File: config.mk
export PLATFORM = sky130hd
export DESIGN_NAME = log_sample_to_linear_stereo_pan_flat
export DESIGN_NICKNAME = d
export VERILOG_FILES = /design/src/rtl/lspan_pkg.sv /design/src/rtl/lspan_in_if.sv /design/src/rtl/lspan_out_if.sv /design/src/rtl/lspan_cfg.sv /design/src/rtl/log_sample_to_linear_stereo_pan.sv /design/src/flat_wrapper.sv
export SDC_FILE = /design/constraint.sdc
export NUM_CORES = 1
export LEC_CHECK = 0
export ABC_AREA = 1
export ABC_CLOCK_PERIOD_IN_PS = 11100
export BUFFER_PORTS_ARGS = -buffer_cell sky130_fd_sc_hd__buf_4
export CORE_MARGIN = 4
export CORE_UTILIZATION = 70
export CTS_CLUSTER_DIAMETER = 150
export DETAILED_ROUTE_END_ITERATION = 12
export PLACE_DENSITY = 0.92
export SYNTH_ARGS = -nofsm -noshare
export SYNTH_HDL_FRONTEND = slang
export SYNTH_SLANG_ARGS = --single-unit
File: constraint.sdc
create_clock -name clk_i -period 11.1 [get_ports clk_i]
set_input_delay 1.665 -clock clk_i [delete_from_list [all_inputs] [get_ports clk_i]]
set_output_delay 1.665 -clock clk_i [all_outputs]
set_load 0.03 [all_outputs]
File: src/rtl/lspan_pkg.sv
package lspan_pkg;

  localparam int unsigned ChannelCount = 8;
  localparam int unsigned ChanW        = $clog2(ChannelCount);
  localparam int unsigned CodeW        = 3;
  localparam int unsigned PosW         = ChannelCount * CodeW;
  localparam int unsigned PaddrW       = 3;
  localparam int unsigned PdataW       = 32;
  localparam int unsigned GainW        = 17;
  localparam int unsigned MagW         = 15;
  localparam int unsigned SampleW      = 16;

  // register indexes
  localparam logic RegPositions = 1'b0;
  localparam logic RegSwap      = 1'b1;

  typedef logic [ChanW-1:0]          chan_t;
  typedef logic [CodeW-1:0]          code_t;
  typedef logic [GainW-1:0]          gain_t;
  typedef logic signed [SampleW-1:0] sample_t;

  typedef struct packed {
    logic [PosW-1:0] stereo_positions;
    logic            swap_sides;
  } cfg_t;

  // chord base: (2^chord - 1) * 132
  function automatic logic [MagW-1:0] chord_base(input logic [2:0] chord);
    logic [MagW-1:0] b;
    case (chord)
      3'd0:    b = 15'd0;
      3'd1:    b = 15'd132;
      3'd2:    b = 15'd396;
      3'd3:    b = 15'd924;
      3'd4:    b = 15'd1980;
      3'd5:    b = 15'd4092;
      3'd6:    b = 15'd8316;
      default: b = 15'd16764;
    endcase
    return b;
  endfunction

  // chord step: floor(2^chord * 132 / 16)
  function automatic logic [10:0] chord_step(input logic [2:0] chord);
    logic [10:0] s;
    case (chord)
      3'd0:    s = 11'd8;
      3'd1:    s = 11'd16;
      3'd2:    s = 11'd33;
      3'd3:    s = 11'd66;
      3'd4:    s = 11'd132;
      3'd5:    s = 11'd264;
      3'd6:    s = 11'd528;
      default: s = 11'd1056;
    endcase
    return s;
  endfunction

  function automatic sample_t decode_sample(input logic [7:0] code);
    logic [MagW-1:0] mag;
    logic [14:0]     prod;
    prod = 15'(chord_step(code[7:5]) * code[4:1]);
    mag  = chord_base(code[7:5]) + prod;
    return code[0] ? -sample_t'({1'b0, mag}) : sample_t'({1'b0, mag});
  endfunction

  // codes outside 1..7 mute
  function automatic gain_t gain_left(input logic [3:0] pos);
    gain_t g;
    case (pos)
      4'd1:    g = 17'd65536;
      4'd2:    g = 17'd54394;
      4'd3:    g = 17'd43909;
      4'd4:    g = 17'd32768;
      4'd5:    g = 17'd21626;
      4'd6:    g = 17'd11141;
      default: g = 17'd0;
    endcase
    return g;
  endfunction

  function automatic gain_t gain_right(input logic [3:0] pos);
    gain_t g;
    case (pos)
      4'd2:    g = 17'd11141;
      4'd3:    g = 17'd21626;
      4'd4:    g = 17'd32768;
      4'd5:    g = 17'd43909;
      4'd6:    g = 17'd54394;
      4'd7:    g = 17'd65536;
      default: g = 17'd0;
    endcase
    return g;
  endfunction

endpackage

File: src/rtl/lspan_in_if.sv
interface lspan_in_if;
  import lspan_pkg::*;

  logic       valid;
  logic       ready;
  logic [7:0] sample_code;

  modport source (output valid, output sample_code, input ready);
  modport sink   (input valid, input sample_code, output ready);
endinterface

File: src/rtl/lspan_out_if.sv
interface lspan_out_if;
  import lspan_pkg::*;

  logic    valid;
  logic    ready;
  sample_t left_sample;
  sample_t right_sample;
  chan_t   channel_index;

  modport source (output valid, output left_sample, output right_sample,
                  output channel_index, input ready);
  modport sink   (input valid, input left_sample, input right_sample,
                  input channel_index, output ready);
endinterface

File: src/rtl/lspan_cfg.sv
module lspan_cfg import lspan_pkg::*; (
  input  logic              clk_i,
  input  logic              rst_ni,
  input  logic              psel,
  input  logic              penable,
  input  logic              pwrite,
  input  logic [PaddrW-1:0] paddr,
  input  logic [PdataW-1:0] pwdata,
  output logic [PdataW-1:0] prdata,
  output logic              pready,
  output cfg_t              cfg_o
);

  logic [PosW-1:0] pos_q, pos_d;
  logic            swap_q, swap_d;
  logic            wr_en;

  assign pready = 1'b1;
  assign wr_en  = psel && penable && pwrite;

  always_comb begin
    pos_d  = pos_q;
    swap_d = swap_q;
    if (wr_en) begin
      unique case (paddr[2])
        RegPositions: pos_d  = pwdata[PosW-1:0];
        RegSwap:      swap_d = pwdata[0];
        default:      ;
      endcase
    end
  end

  always_ff @(posedge clk_i or negedge rst_ni) begin
    if (!rst_ni) begin
      pos_q  <= '0;
      swap_q <= 1'b0;
    end else begin
      pos_q  <= pos_d;
      swap_q <= swap_d;
    end
  end

  always_comb begin
    unique case (paddr[2])
      RegPositions: prdata = PdataW'(pos_q);
      RegSwap:      prdata = PdataW'(swap_q);
      default:      prdata = '0;
    endcase
  end

  assign cfg_o.stereo_positions = pos_q;
  assign cfg_o.swap_sides       = swap_q;

endmodule

File: src/rtl/log_sample_to_linear_stereo_pan.sv
// path: an accepted input beat is registered in the input stage, then in the result stage
// throughput: one sample per cycle while res_o is not stalled; the decode and gain
//   lookup sit before the input register, the two gain multiplies before the result register
// reset: async active low, clears the stereo registers, the channel counter
//   and both stage valids; no clearing pass
module log_sample_to_linear_stereo_pan import lspan_pkg::*; (
  input  logic              clk_i,
  input  logic              rst_ni,
  input  logic              psel,
  input  logic              penable,
  input  logic              pwrite,
  input  logic [PaddrW-1:0] paddr,
  input  logic [PdataW-1:0] pwdata,
  output logic [PdataW-1:0] prdata,
  output logic              pready,
  lspan_in_if.sink          smp_i,
  lspan_out_if.source       res_o
);

  cfg_t cfg;

  lspan_cfg u_cfg (
    .clk_i,
    .rst_ni,
    .psel,
    .penable,
    .pwrite,
    .paddr,
    .pwdata,
    .prdata,
    .pready,
    .cfg_o (cfg)
  );

  // handshake
  logic in_acc, out_free, s1_adv;
  logic s1_valid_q, s1_valid_d;
  logic res_valid_q, res_valid_d;

  assign out_free    = !res_valid_q || res_o.ready;
  assign s1_adv      = s1_valid_q && out_free;
  assign smp_i.ready = !s1_valid_q || out_free;
  assign in_acc      = smp_i.valid && smp_i.ready;

  // channel counter and gain lookup
  chan_t      chan_pos_q, chan_pos_d;
  code_t      chan_code;
  logic [3:0] eff_code;

  assign chan_pos_d = in_acc ? chan_pos_q + 1'b1 : chan_pos_q;
  assign chan_code  = cfg.stereo_positions[CodeW*chan_pos_q +: CodeW];
  // mirrored code 8 - 0 = 8 falls outside the table and mutes
  assign eff_code   = cfg.swap_sides ? 4'd8 - {1'b0, chan_code} : {1'b0, chan_code};

  // input stage
  sample_t value_q;
  gain_t   gl_q, gr_q;
  chan_t   chan_q;

  always_ff @(posedge clk_i) begin
    if (in_acc) begin
      value_q <= decode_sample(smp_i.sample_code);
      gl_q    <= gain_left(eff_code);
      gr_q    <= gain_right(eff_code);
      chan_q  <= chan_pos_q;
    end
  end

  // gain products, floor by dropping the 16 fraction bits
  logic signed [GainW+SampleW:0] prod_l, prod_r;

  assign prod_l = $signed({1'b0, gl_q}) * value_q;
  assign prod_r = $signed({1'b0, gr_q}) * value_q;

  // result stage
  sample_t left_q, right_q;
  chan_t   chan_out_q;

  always_ff @(posedge clk_i) begin
    if (s1_adv) begin
      left_q     <= prod_l[SampleW+15:16];
      right_q    <= prod_r[SampleW+15:16];
      chan_out_q <= chan_q;
    end
  end

  assign s1_valid_d  = in_acc ? 1'b1 : (s1_adv ? 1'b0 : s1_valid_q);
  assign res_valid_d = s1_adv ? 1'b1 : (res_o.ready ? 1'b0 : res_valid_q);

  always_ff @(posedge clk_i or negedge rst_ni) begin
    if (!rst_ni) begin
      s1_valid_q  <= 1'b0;
      res_valid_q <= 1'b0;
      chan_pos_q  <= '0;
    end else begin
      s1_valid_q  <= s1_valid_d;
      res_valid_q <= res_valid_d;
      chan_pos_q  <= chan_pos_d;
    end
  end

  assign res_o.valid         = res_valid_q;
  assign res_o.left_sample   = left_q;
  assign res_o.right_sample  = right_q;
  assign res_o.channel_index = chan_out_q;

  // channel counter steps by one per accepted beat
  a_chan_step: assert property (@(posedge clk_i) disable iff (!rst_ni)
    in_acc |=> chan_pos_q == chan_t'($past(chan_pos_q) + 1'b1))
    else $error("channel counter did not advance");

  // a held input stage that cannot drain must block new beats
  a_no_overrun: assert property (@(posedge clk_i) disable iff (!rst_ni)
    s1_valid_q && !s1_adv |-> !smp_i.ready)
    else $error("input stage overrun");

  // live gain pairs sum to unity within one lsb, or both mute
  a_gain_sum: assert property (@(posedge clk_i) disable iff (!rst_ni)
    s1_valid_q |-> ((18'(gl_q) + 18'(gr_q)) == 18'd65536 ||
                    (18'(gl_q) + 18'(gr_q)) == 18'd65535 ||
                    (gl_q == '0 && gr_q == '0)))
    else $error("gain pair inconsistent");

  // a muted channel gives silent outputs
  a_mute: assert property (@(posedge clk_i) disable iff (!rst_ni)
    s1_adv && gl_q == '0 && gr_q == '0 |=> left_q == '0 && right_q == '0)
    else $error("muted channel not silent");

endmodule

File: src/flat_wrapper.sv
// flat-port wrapper written by rule: the top's interface ports become plain ports
module log_sample_to_linear_stereo_pan_flat import lspan_pkg::*;
  (clk_i, rst_ni, psel, penable, pwrite, paddr, pwdata, prdata, pready, smp_i_valid, smp_i_sample_code, smp_i_ready, res_o_valid, res_o_left_sample, res_o_right_sample, res_o_channel_index, res_o_ready);
  lspan_in_if smp_i_i ();
  lspan_out_if res_o_i ();
  input  logic clk_i;
  input  logic rst_ni;
  input  logic psel;
  input  logic penable;
  input  logic pwrite;
  input  logic [PaddrW-1:0] paddr;
  input  logic [PdataW-1:0] pwdata;
  output logic [PdataW-1:0] prdata;
  output logic pready;
  input wire logic [$bits(smp_i_i.valid)-1:0] smp_i_valid;
  input wire logic [$bits(smp_i_i.sample_code)-1:0] smp_i_sample_code;
  output wire logic [$bits(smp_i_i.ready)-1:0] smp_i_ready;
  output wire logic [$bits(res_o_i.valid)-1:0] res_o_valid;
  output wire logic [$bits(res_o_i.left_sample)-1:0] res_o_left_sample;
  output wire logic [$bits(res_o_i.right_sample)-1:0] res_o_right_sample;
  output wire logic [$bits(res_o_i.channel_index)-1:0] res_o_channel_index;
  input wire logic [$bits(res_o_i.ready)-1:0] res_o_ready;
  assign smp_i_i.valid = smp_i_valid;
  assign smp_i_i.sample_code = smp_i_sample_code;
  assign smp_i_ready = smp_i_i.ready;
  assign res_o_valid = res_o_i.valid;
  assign res_o_left_sample = res_o_i.left_sample;
  assign res_o_right_sample = res_o_i.right_sample;
  assign res_o_channel_index = res_o_i.channel_index;
  assign res_o_i.ready = res_o_ready;
  log_sample_to_linear_stereo_pan u_core (.clk_i(clk_i), .rst_ni(rst_ni), .psel(psel), .penable(penable), .pwrite(pwrite), .paddr(paddr), .pwdata(pwdata), .prdata(prdata), .pready(pready), .smp_i(smp_i_i), .res_o(res_o_i));
endmodule
### After elaboration in Yosys (flattened, before gate mapping)

Index checks and enable logic that the tools add are counted.

* flip-flop bits (word level): 118
* input bits: 50
* output and inout bits: 70

* add/sub/neg operators: 4
* multiply operators: 4
* equality and inequality tests: 13
* shifts and indexed selects: 1
* multiplexer cells: 13
* bitwise gates (word level): 1
* reductions and logical operators: 13

Operators with widths (count)
* $pmux 17 s6: 2
* $pmux 15 s7: 1
* $pmux 11 s7: 1
* $mul 18x16->32: 2
* $pmux 32 s2: 1
* $mux 15: 2
* $shiftx 24x6->3: 1
* $eq 4x3->1 const B: 4
* $neg 15->16: 1
* $add 15x15->15: 1
* $mul 11x4->15: 1
* $mux 11: 1
* $eq 3x3->1 const B: 3
* $eq 4x2->1 const B: 2
* $eq 3x2->1 const B: 2
* $mul 2x3->5 const A: 1
* $eq 4x1->1 const B: 1
* $logic_and 1x1->1: 4
* $mux 1: 4
* $mux 4: 1
* $reduce_and 2->1: 2
* $reduce_bool 2->1: 2
* $sub 4x3->4 const A: 1
* $add 3x1->3 const B: 1
* other kinds (5): 7

### Longest topological paths before layout

Gate-level depths: netlist (run 1).

* word-level depth: 9
* gate-level depth with buffers: 28
* depth with buffers taken out: 28

### By module

Synthesis (run 1) repeated with hierarchy kept, for this count alone.

* cell total of the unflattened synthesis: 2665
* area, all modules: 21634.5 um^2

Modules (own cells, without submodules)
* log_sample_to_linear_stereo_pan: instances 1, cells each 2489, area each 20269.4 um^2, seq. area each 1986.9 um^2
* lspan_cfg: instances 1, cells each 176, area each 1365.1 um^2, seq. area each 625.6 um^2

### Least setup slack after synthesis (run 1)

No wires, ideal clock.

* path kind: input to register
* start: in smp_i_sample_code[5]
* end: reg u_core.value_q[14] (data pin)
* data arrival time: 5.493 ns
* path slack: 5.354 ns
* stages on the path: 21
* path buffers: 0
* cells stage by stage: inv_1 or2_2 nor2_1 inv_1 nand2_1 nand2_1 fa_1 inv_1 fa_1 inv_1 fa_1 fa_1 nand4_1 nor2_1 nand3_1 nor2_1 nand3_1 nor2_1 nand3_1 nand3_1 nand2_1

* cells in the longest elaborated chain, start to end: 7
* elaborated cells on any way between the ends: 15

Ends and longest elaborated chain
* start: declaration: line flat_wrapper.sv:16 `input wire logic [$bits(smp_i_i.sample_code)-1:0] smp_i_sample_code;`
* $eq 3x3->1 (tied with other cells): line lspan_pkg.sv:30, lspan_pkg.sv:46
* $pmux 11 s7: line lspan_pkg.sv:46 `case (chord)`
* $mux 11: line log_sample_to_linear_stereo_pan.sv:61 `if (in_acc) begin`
* $mul 11x4->15: line lspan_pkg.sv:62 `prod = 15'(chord_step(code[7:5]) * code[4:1]);`
* $add 15x15->15 *: line lspan_pkg.sv:63 `mag = chord_base(code[7:5]) + prod;`
* $neg 15->16: line lspan_pkg.sv:64 `return code[0] ? -sample_t'({1'b0, mag}) : sample_t'({1'b0, mag});`
* $mux 15 *: line lspan_pkg.sv:64
* end signal: assignment: line log_sample_to_linear_stereo_pan.sv:62 `value_q <= decode_sample(smp_i.sample_code);`
* end: declaration: line log_sample_to_linear_stereo_pan.sv:56 `sample_t value_q;`

Mark *: on every way between the ends. The rest lies on a longest branch, timed or not. The select of a mux whose other input is x is not followed.
A chain may end at the register's enable or synchronous reset.

### Final worst setup path (run 1)

* start: reg u_core.gl_q[13]
* end: reg u_core.left_q[11], in the netlist u_core.res_o.left_sample[11] (data pin)

* cells in the longest elaborated chain, start to end: 1

Ends and longest elaborated chain
* start: declaration: line log_sample_to_linear_stereo_pan.sv:57 `gain_t gl_q, gr_q;`
* start signal: assignment: line log_sample_to_linear_stereo_pan.sv:63 `gl_q <= gain_left(eff_code);`
* $mul 18x16->32: line log_sample_to_linear_stereo_pan.sv:72 `assign prod_l = $signed({1'b0, gl_q}) * value_q;`
* net u_core.prod_l[27]: line log_sample_to_linear_stereo_pan.sv:70 `logic signed [GainW+SampleW:0] prod_l, prod_r;`
* end signal: assignment: line log_sample_to_linear_stereo_pan.sv:81 `left_q <= prod_l[SampleW+15:16];`
* end: declaration: line log_sample_to_linear_stereo_pan.sv:76 `sample_t left_q, right_q;`

The timed path passes the listed nets, and every way through them passes these cells.

==> results of run 1 <==
## logic make-up (layout without fill, tap and decap cells)
logic type      count (synthesis)  in the layout  synth area share (%)
simple gates                  734            734                  14.0
other cells                     2              9                0.0354
flops                          92             92                  12.3
compound gates                209            209                  5.67
fa+ha+maj                     631            631                  50.9
xor+xnor                       43             43                  1.78
buf+inv                       841            906                  15.3
## cells in the final DEF, fill, tap and decap left out, drive strengths merged, types with 3 or more instances in the layout
cell type,n
nand4,12
o21a,5
a21o,15
o211ai,7
nand2,430
o21bai,5
conb,9
a21boi,4
a21oi,104
ha,246
xor2,27
a31oi,7
a211oi,3
or2,3
nor3,10
buf,103
fa,385
edfxtp,62
dfrtp,30
nor4,5
xnor2,16
nand3,67
inv,793
nand3b,3
nor2,203
clkbuf,10
o21ai,56
## routing by layer
layer	GRT usage, %	vias up	wire (um)
met5	0	-	0
met4	9.46	0	1490
met3	6.27	131	4670
met2	54.4	781	24900
met1	45.1	8108	20900
li1	-	7646	-
## per-stage QoR
stage          setup slack, ns  area, um2  util [%]
5_1_grt                   4.30      22500      75.7
2_1_floorplan             5.35      21200         -
3_3_place_gp              4.77      22200      74.7
4_1_cts                   4.69      22500      75.7
3_5_place_dp              4.72      22200      74.7
6_report                  4.58      22500      75.7
## sequential cells by signal (all words and copies together) (netlist names)
name,cells
u_core.u_cfg.pos_q,24
u_core.res_o.left_sample,16
u_core.res_o.right_sample,16
u_core.value_q,16
u_core.gl_q,4
u_core.gr_q,4
u_core.chan_pos_q,3
u_core.chan_q,3
u_core.res_o.channel_index,3
u_core.res_o.valid,1
u_core.s1_valid_q,1
u_core.u_cfg.swap_q,1
## final cells by class
class                           instances  area (um2)
Multi-Input combinational cell       1626       15400
Fill cell                            2108        7230
Inverter                              787        2960
Sequential cell                        92        2610
Timing Repair Buffer                  103         773
Tap cell                              390         488
Clock buffer                           10         229
Clock inverter                          6        50.0
## final timing paths
path                                            start                                 endpoint  slack [ns]  cells past startpoint
max                         u_core.gl_q[13]$_DFFE_PP_   u_core.res_o.left_sample[11]$_DFFE_PP_        4.58                     20
min                        u_core.chan_q[0]$_DFFE_PP_  u_core.res_o.channel_index[0]$_DFFE_PP_        0.42                      0
max reg2reg                 u_core.gl_q[13]$_DFFE_PP_   u_core.res_o.left_sample[11]$_DFFE_PP_        4.58                     20
min reg2reg                u_core.chan_q[0]$_DFFE_PP_  u_core.res_o.channel_index[0]$_DFFE_PP_        0.42                      0
max in group asynchronous                      rst_ni       u_core.u_cfg.pos_q[23]$_DFFE_PN0P_        9.61                      1
min in group asynchronous                      rst_ni        u_core.u_cfg.pos_q[1]$_DFFE_PN0P_        1.21                      1
## critical path: cells and delay by family, from the launching register on
| family | cells | cell delay, ns |
|---|---|---|
| adders and majority gates | 7 | 3.47 |
| AOI/OAI and AO/OA | 4 | 1.10 |
| DFF | 1 | 0.80 |
| and+or+nand+nor | 4 | 0.48 |
| buffers and inverters | 5 | 0.44 |
==> metrics.txt, run 1 <==
Required @ worst endpoint=11.22 ns; skew final=0.0114 ns; CTS Buf Count=9; Hold Vio Cnt, Final=0; antenna violations before repair=0; setup TNS=0 ns; Worst-Margin Slew=1.09 ns; fmax=153 MHz; Post-Synthesis Cell Area=0.0212 mm2; Synth Instances=2552; vias in the first global route=17800; Fin Hold WS=0.421 ns; Finished Layout Cells=3014; Seq/Total Area, Yosys=12.3%; clock sinks=92; Async S/R FF share, synth=32.6%; Vias=16700; Layout Area Growth over Synthesis=6.12%; clk_lat worst skew=0.37 ns; Placed Instances=2998; Critical Path Max Stage Delay=0.80 ns; top_reg_cell synth=edfxtp_1; global-route wire length before repair=87.0 mm; worst-path fanout max=17; RSZ-0062 raised after global routing=false; aggregate global-route resource usage=32.9%; Yosys reg bits=92; Chip Width=182 um; Detailed Place HPWL=45.0 mm; Iter 0 DRT Violations=1454; Synth area leaders=fa_1 (36%), ha_1 (15%), inv_1 (14%); kind of critical path=reg2reg; Worst Hold Class=reg2reg; cts hold-fix bufs=0; TritonCTS clock tree=done; largest net degree at the start of global routing=49; IO Port Bufs=100; chip height=182 um; Antenna Cells=0; CTS H-tree depth=3; Initial Util=71.3%; share of the synthesized area in the top cell type=36.4%; EDFF count, synth=62; YS warnings=0; Root Buffer Master=clkbuf_16; nets=3300; share of cells above drive strength 1=5.72%; post_cts resized=0; post-CTS setup buffers=0; Critical-path top delay cell=edfxtp_1; Max transition margin=27.1%; Yosys top cell by area=fa_1; Critical Path AT=6.64 ns; crit path launch type=flip-flop; Ports=120; Setup crit end kind=flip-flop; DRT Wirelength=52.0 mm; Placer Congestion=0.966; vias per inst=5.53; Crit path top cell by count=fa_1; final slew viol count=0; post-route ant nets=0; worst path cell trace=nand2_1 -> inv_1 -> fa_1 -> fa_1 -> inv_1 -> fa_1 -> inv_1 -> fa_1 -> fa_1 -> inv_1 -> fa_1 -> inv_1 -> ha_1 -> a21o_1 -> a21oi_1 -> o21ai_0 -> a211oi_1 -> nand2_1 -> nand2_1 -> nand2_1; post-route minimum period=6.52 ns; Netlist cell types=47; WL per Instance=17.2 um; Clock Pin Slew Worst Setup and Hold Paths=0.07 ns; status=complete, no violations; Finish-stage setup viols=0; max-cap violations=0; DR DRC count=0; Final period util=58.7%; DRT Pass-1 Iters=8; placement row count=63; cell with the most instances after synthesis=inv_1; synthesized area per cell=8.30 um2; maximum clock insertion buffer count=2; Post-synth top cells=inv_1 (783), nand2_1 (421), fa_1 (385); remaining global-route overflow=0; CORE AREA=0.0297 mm2; die area=0.0331 mm2
Power of run 1 is not shown: default switching activity piles up to over one toggle a cycle in this logic, so the estimate is an artifact.
==> run 2, diff against run 1 <==
--- a/config.mk
+++ b/config.mk
@@ -6,13 +6,13 @@
 export NUM_CORES = 1
 export LEC_CHECK = 0
 export ABC_AREA = 1
-export ABC_CLOCK_PERIOD_IN_PS = 11100
+export ABC_CLOCK_PERIOD_IN_PS = 6460
 export BUFFER_PORTS_ARGS = -buffer_cell sky130_fd_sc_hd__buf_4
 export CORE_MARGIN = 4
-export CORE_UTILIZATION = 70
+export CORE_UTILIZATION = 65
 export CTS_CLUSTER_DIAMETER = 150
 export DETAILED_ROUTE_END_ITERATION = 12
-export PLACE_DENSITY = 0.92
+export PLACE_DENSITY = 0.86
 export SYNTH_ARGS = -nofsm -noshare
 export SYNTH_HDL_FRONTEND = slang
 export SYNTH_SLANG_ARGS = --single-unit
==> constraint.sdc (replaced) <==
create_clock -name clk_i -period 6.46 [get_ports clk_i]
set_input_delay 0.969 -clock clk_i [delete_from_list [all_inputs] [get_ports clk_i]]
set_output_delay 0.969 -clock clk_i [all_outputs]
set_load 0.03 [all_outputs]
==> metrics.txt, run 2 (synthesis gave the netlist of run 1 again) <==
status=complete, no violations; Finish-stage setup viols=0 (unchanged); commonest non-fill, non-tap cell in the layout=inv_1; reg2reg path depth=23 (+15%); IO Port Bufs=100 (unchanged); max reg flops=24 (unchanged); Antenna Cells=0 (unchanged); Vias=16400 (-1.4%); Detailed Place HPWL=44.3 mm (-1.5%); antenna violations before repair=0 (unchanged); remaining global-route overflow=0 (unchanged); final slew viol count=0 (unchanged); Critical Path AT=6.26 ns (-0.38 ns); post-layout instance area=0.0228 mm2 (+1.5%); largest register by flop count=u_core.u_cfg.pos_q; setup TNS=0 ns (unchanged); TritonCTS clock tree=done; vias per inst=5.32 (-3.9%); largest net degree at the start of global routing=48 (-2.0%); Hold Vio Cnt, Final=0 (unchanged); r2r endpoint=u_core.res_o.right_sample[13]$_DFFE_PP_; Worst Hold Class=reg2reg; cts hold-fix bufs=0 (unchanged); Finished Layout Cells=3092 (+2.6%); post-route minimum period=6.13 ns (-0.392 ns); global-route wire length before repair=83.7 mm (-3.8%); Setup crit end kind=flip-flop; commonest non-fill, non-tap cells in the layout=inv_1 (783), nand2_1 (421), fa_1 (385); Final period util=94.9% (+36 points); fmax=163 MHz (+6.4%); skew final=0.0116 ns (+0.000141 ns); Placer Congestion=1.00 (+3.5%); die area=0.0356 mm2 (+7.3%); Worst-Margin Slew=1.13 ns (+0.0358 ns); r2r startpoint=u_core.gr_q[14]$_DFFE_PP_; Root Buffer Master=clkbuf_16; RSZ-0062 raised after global routing=false; Clock Pin Slew Worst Setup and Hold Paths=0.07 ns (about the same); Worst Hold Depth=0 (unchanged); DR DRC count=0 (unchanged); chip height=189 um (+3.6%); vias in the first global route=17100 (-3.9%); kind of critical path=reg2reg; crit path launch=u_core.gr_q[14]$_DFFE_PP_; Layout Area Growth over Synthesis=7.71%; Chip Width=189 um (+3.6%); Max transition margin=24.7% (-2.4 points); DRT Pass-1 Iters=6 (-2); placement row count=65 (+3.2%); Ports=120 (unchanged); Iter 0 DRT Violations=1287 (-11%); aggregate global-route resource usage=29.5% (-3.4 points); slack of the worst reg-to-reg path=0.33 ns (-4.25 ns); post-route ant nets=0 (unchanged); worst-path fanout max=6 (-11); Required @ worst endpoint=6.59 ns (-4.63 ns); crit path launch type=flip-flop; Initial Util=66.5% (-4.8 points); max-cap violations=0 (unchanged); nets=3333 (+1.0%); CTS H-tree depth=3 (unchanged); share of cells above drive strength 1=6.96% (+1.2 points); clk_lat worst skew=0.37 ns (about the same); DRT Wirelength=50.0 mm (-3.7%); Placed Instances=3063 (+2.2%); crit path capture=u_core.res_o.right_sample[13]$_DFFE_PP_; CTS Buf Count=9 (unchanged); clock sinks=92 (unchanged); CORE AREA=0.0319 mm2 (+7.3%); placement-stage cell area=0.0224 mm2 (+0.93%); number of fill cells in the layout=2516 (+19%); WL per Instance=16.2 um (-6.1%); maximum clock insertion buffer count=2 (unchanged)
-- run 2: changes by cell type in the layout (fill, tap and decap cells not counted), sizes merged --
cell    change
buf        +33
clkinv      +3
inv         -3
-- run 2: worst max-delay path, cell delays in order, from the launching register on --
cell	delay, ns
edfxtp_1	0.54
nand2_1	0.18
inv_1	0.17
fa_1	0.76
inv_1	0.10
fa_1	0.49
inv_1	0.05
fa_1	0.49
inv_1	0.05
fa_1	0.52
inv_1	0.05
fa_1	0.47
inv_1	0.05
fa_1	0.47
inv_1	0.04
ha_1	0.32
a21oi_1	0.22
o21ai_0	0.17
a21boi_1	0.29
nor2_1	0.11
nor2_1	0.15
nand2_1	0.07
nand2_1	0.06
nand2_1	0.04
-- run 2: how the worst min path moves through the flow --
stage                          startpoint                                      end
6_report       u_core.chan_q[2]$_DFFE_PP_  u_core.res_o.channel_index[2]$_DFFE_PP_
5_1_grt        u_core.chan_q[2]$_DFFE_PP_  u_core.res_o.channel_index[2]$_DFFE_PP_
4_1_cts        u_core.chan_q[2]$_DFFE_PP_  u_core.res_o.channel_index[2]$_DFFE_PP_
3_5_place_dp   u_core.chan_q[2]$_DFFE_PP_  u_core.res_o.channel_index[2]$_DFFE_PP_
3_3_place_gp   u_core.chan_q[0]$_DFFE_PP_  u_core.res_o.channel_index[0]$_DFFE_PP_
2_1_floorplan  u_core.chan_q[0]$_DFFE_PP_  u_core.res_o.channel_index[0]$_DFFE_PP_
-- run 2: timing repair --
action,in CTS,in global routing
setup endpoints to repair,0,10
setup buffers,0,13
resized for setup,0,2
-- run 2: layer usage --
layer / wire length [um] / GRT usage [%] / vias up
met1: 20800 / 41.8 / 8027
met2: 23800 / 47.8 / 615
met4: 888 / 6.14 / 0
li1: - / - / 7720
met3: 4560 / 6.43 / 73
met5: 0 / 0 / -
-- run 2: metrics by stage --
| stage | hold WS, ns | utilization, % | setup WS [ns] |
|---|---|---|---|
| floorplan | 0.400 | - | 0.821 |
| global placement | 0.405 | 70.3 | 0.231 |
| detailed placement | 0.406 | 70.3 | 0.175 |
| CTS | 0.427 | 71.3 | 0.114 |
| global route | 0.448 | 71.6 | 0.0506 |
| finish | 0.424 | 71.6 | 0.330 |
-- run 2: cell type report --
class | instances | area [um2] | area share [%]
clock buffers | 10 | 239 | 1.05
clock inverters | 6 | 67.6 | 0.296
inverters | 787 | 2960 | 13.0
multi-input cells | 1626 | 15400 | 67.4
flip-flops and latches | 92 | 2610 | 11.4
well taps | 435 | 544 | 2.38
repair buffers | 136 | 1020 | 4.47
Power of run 2 is left out for the same reason.
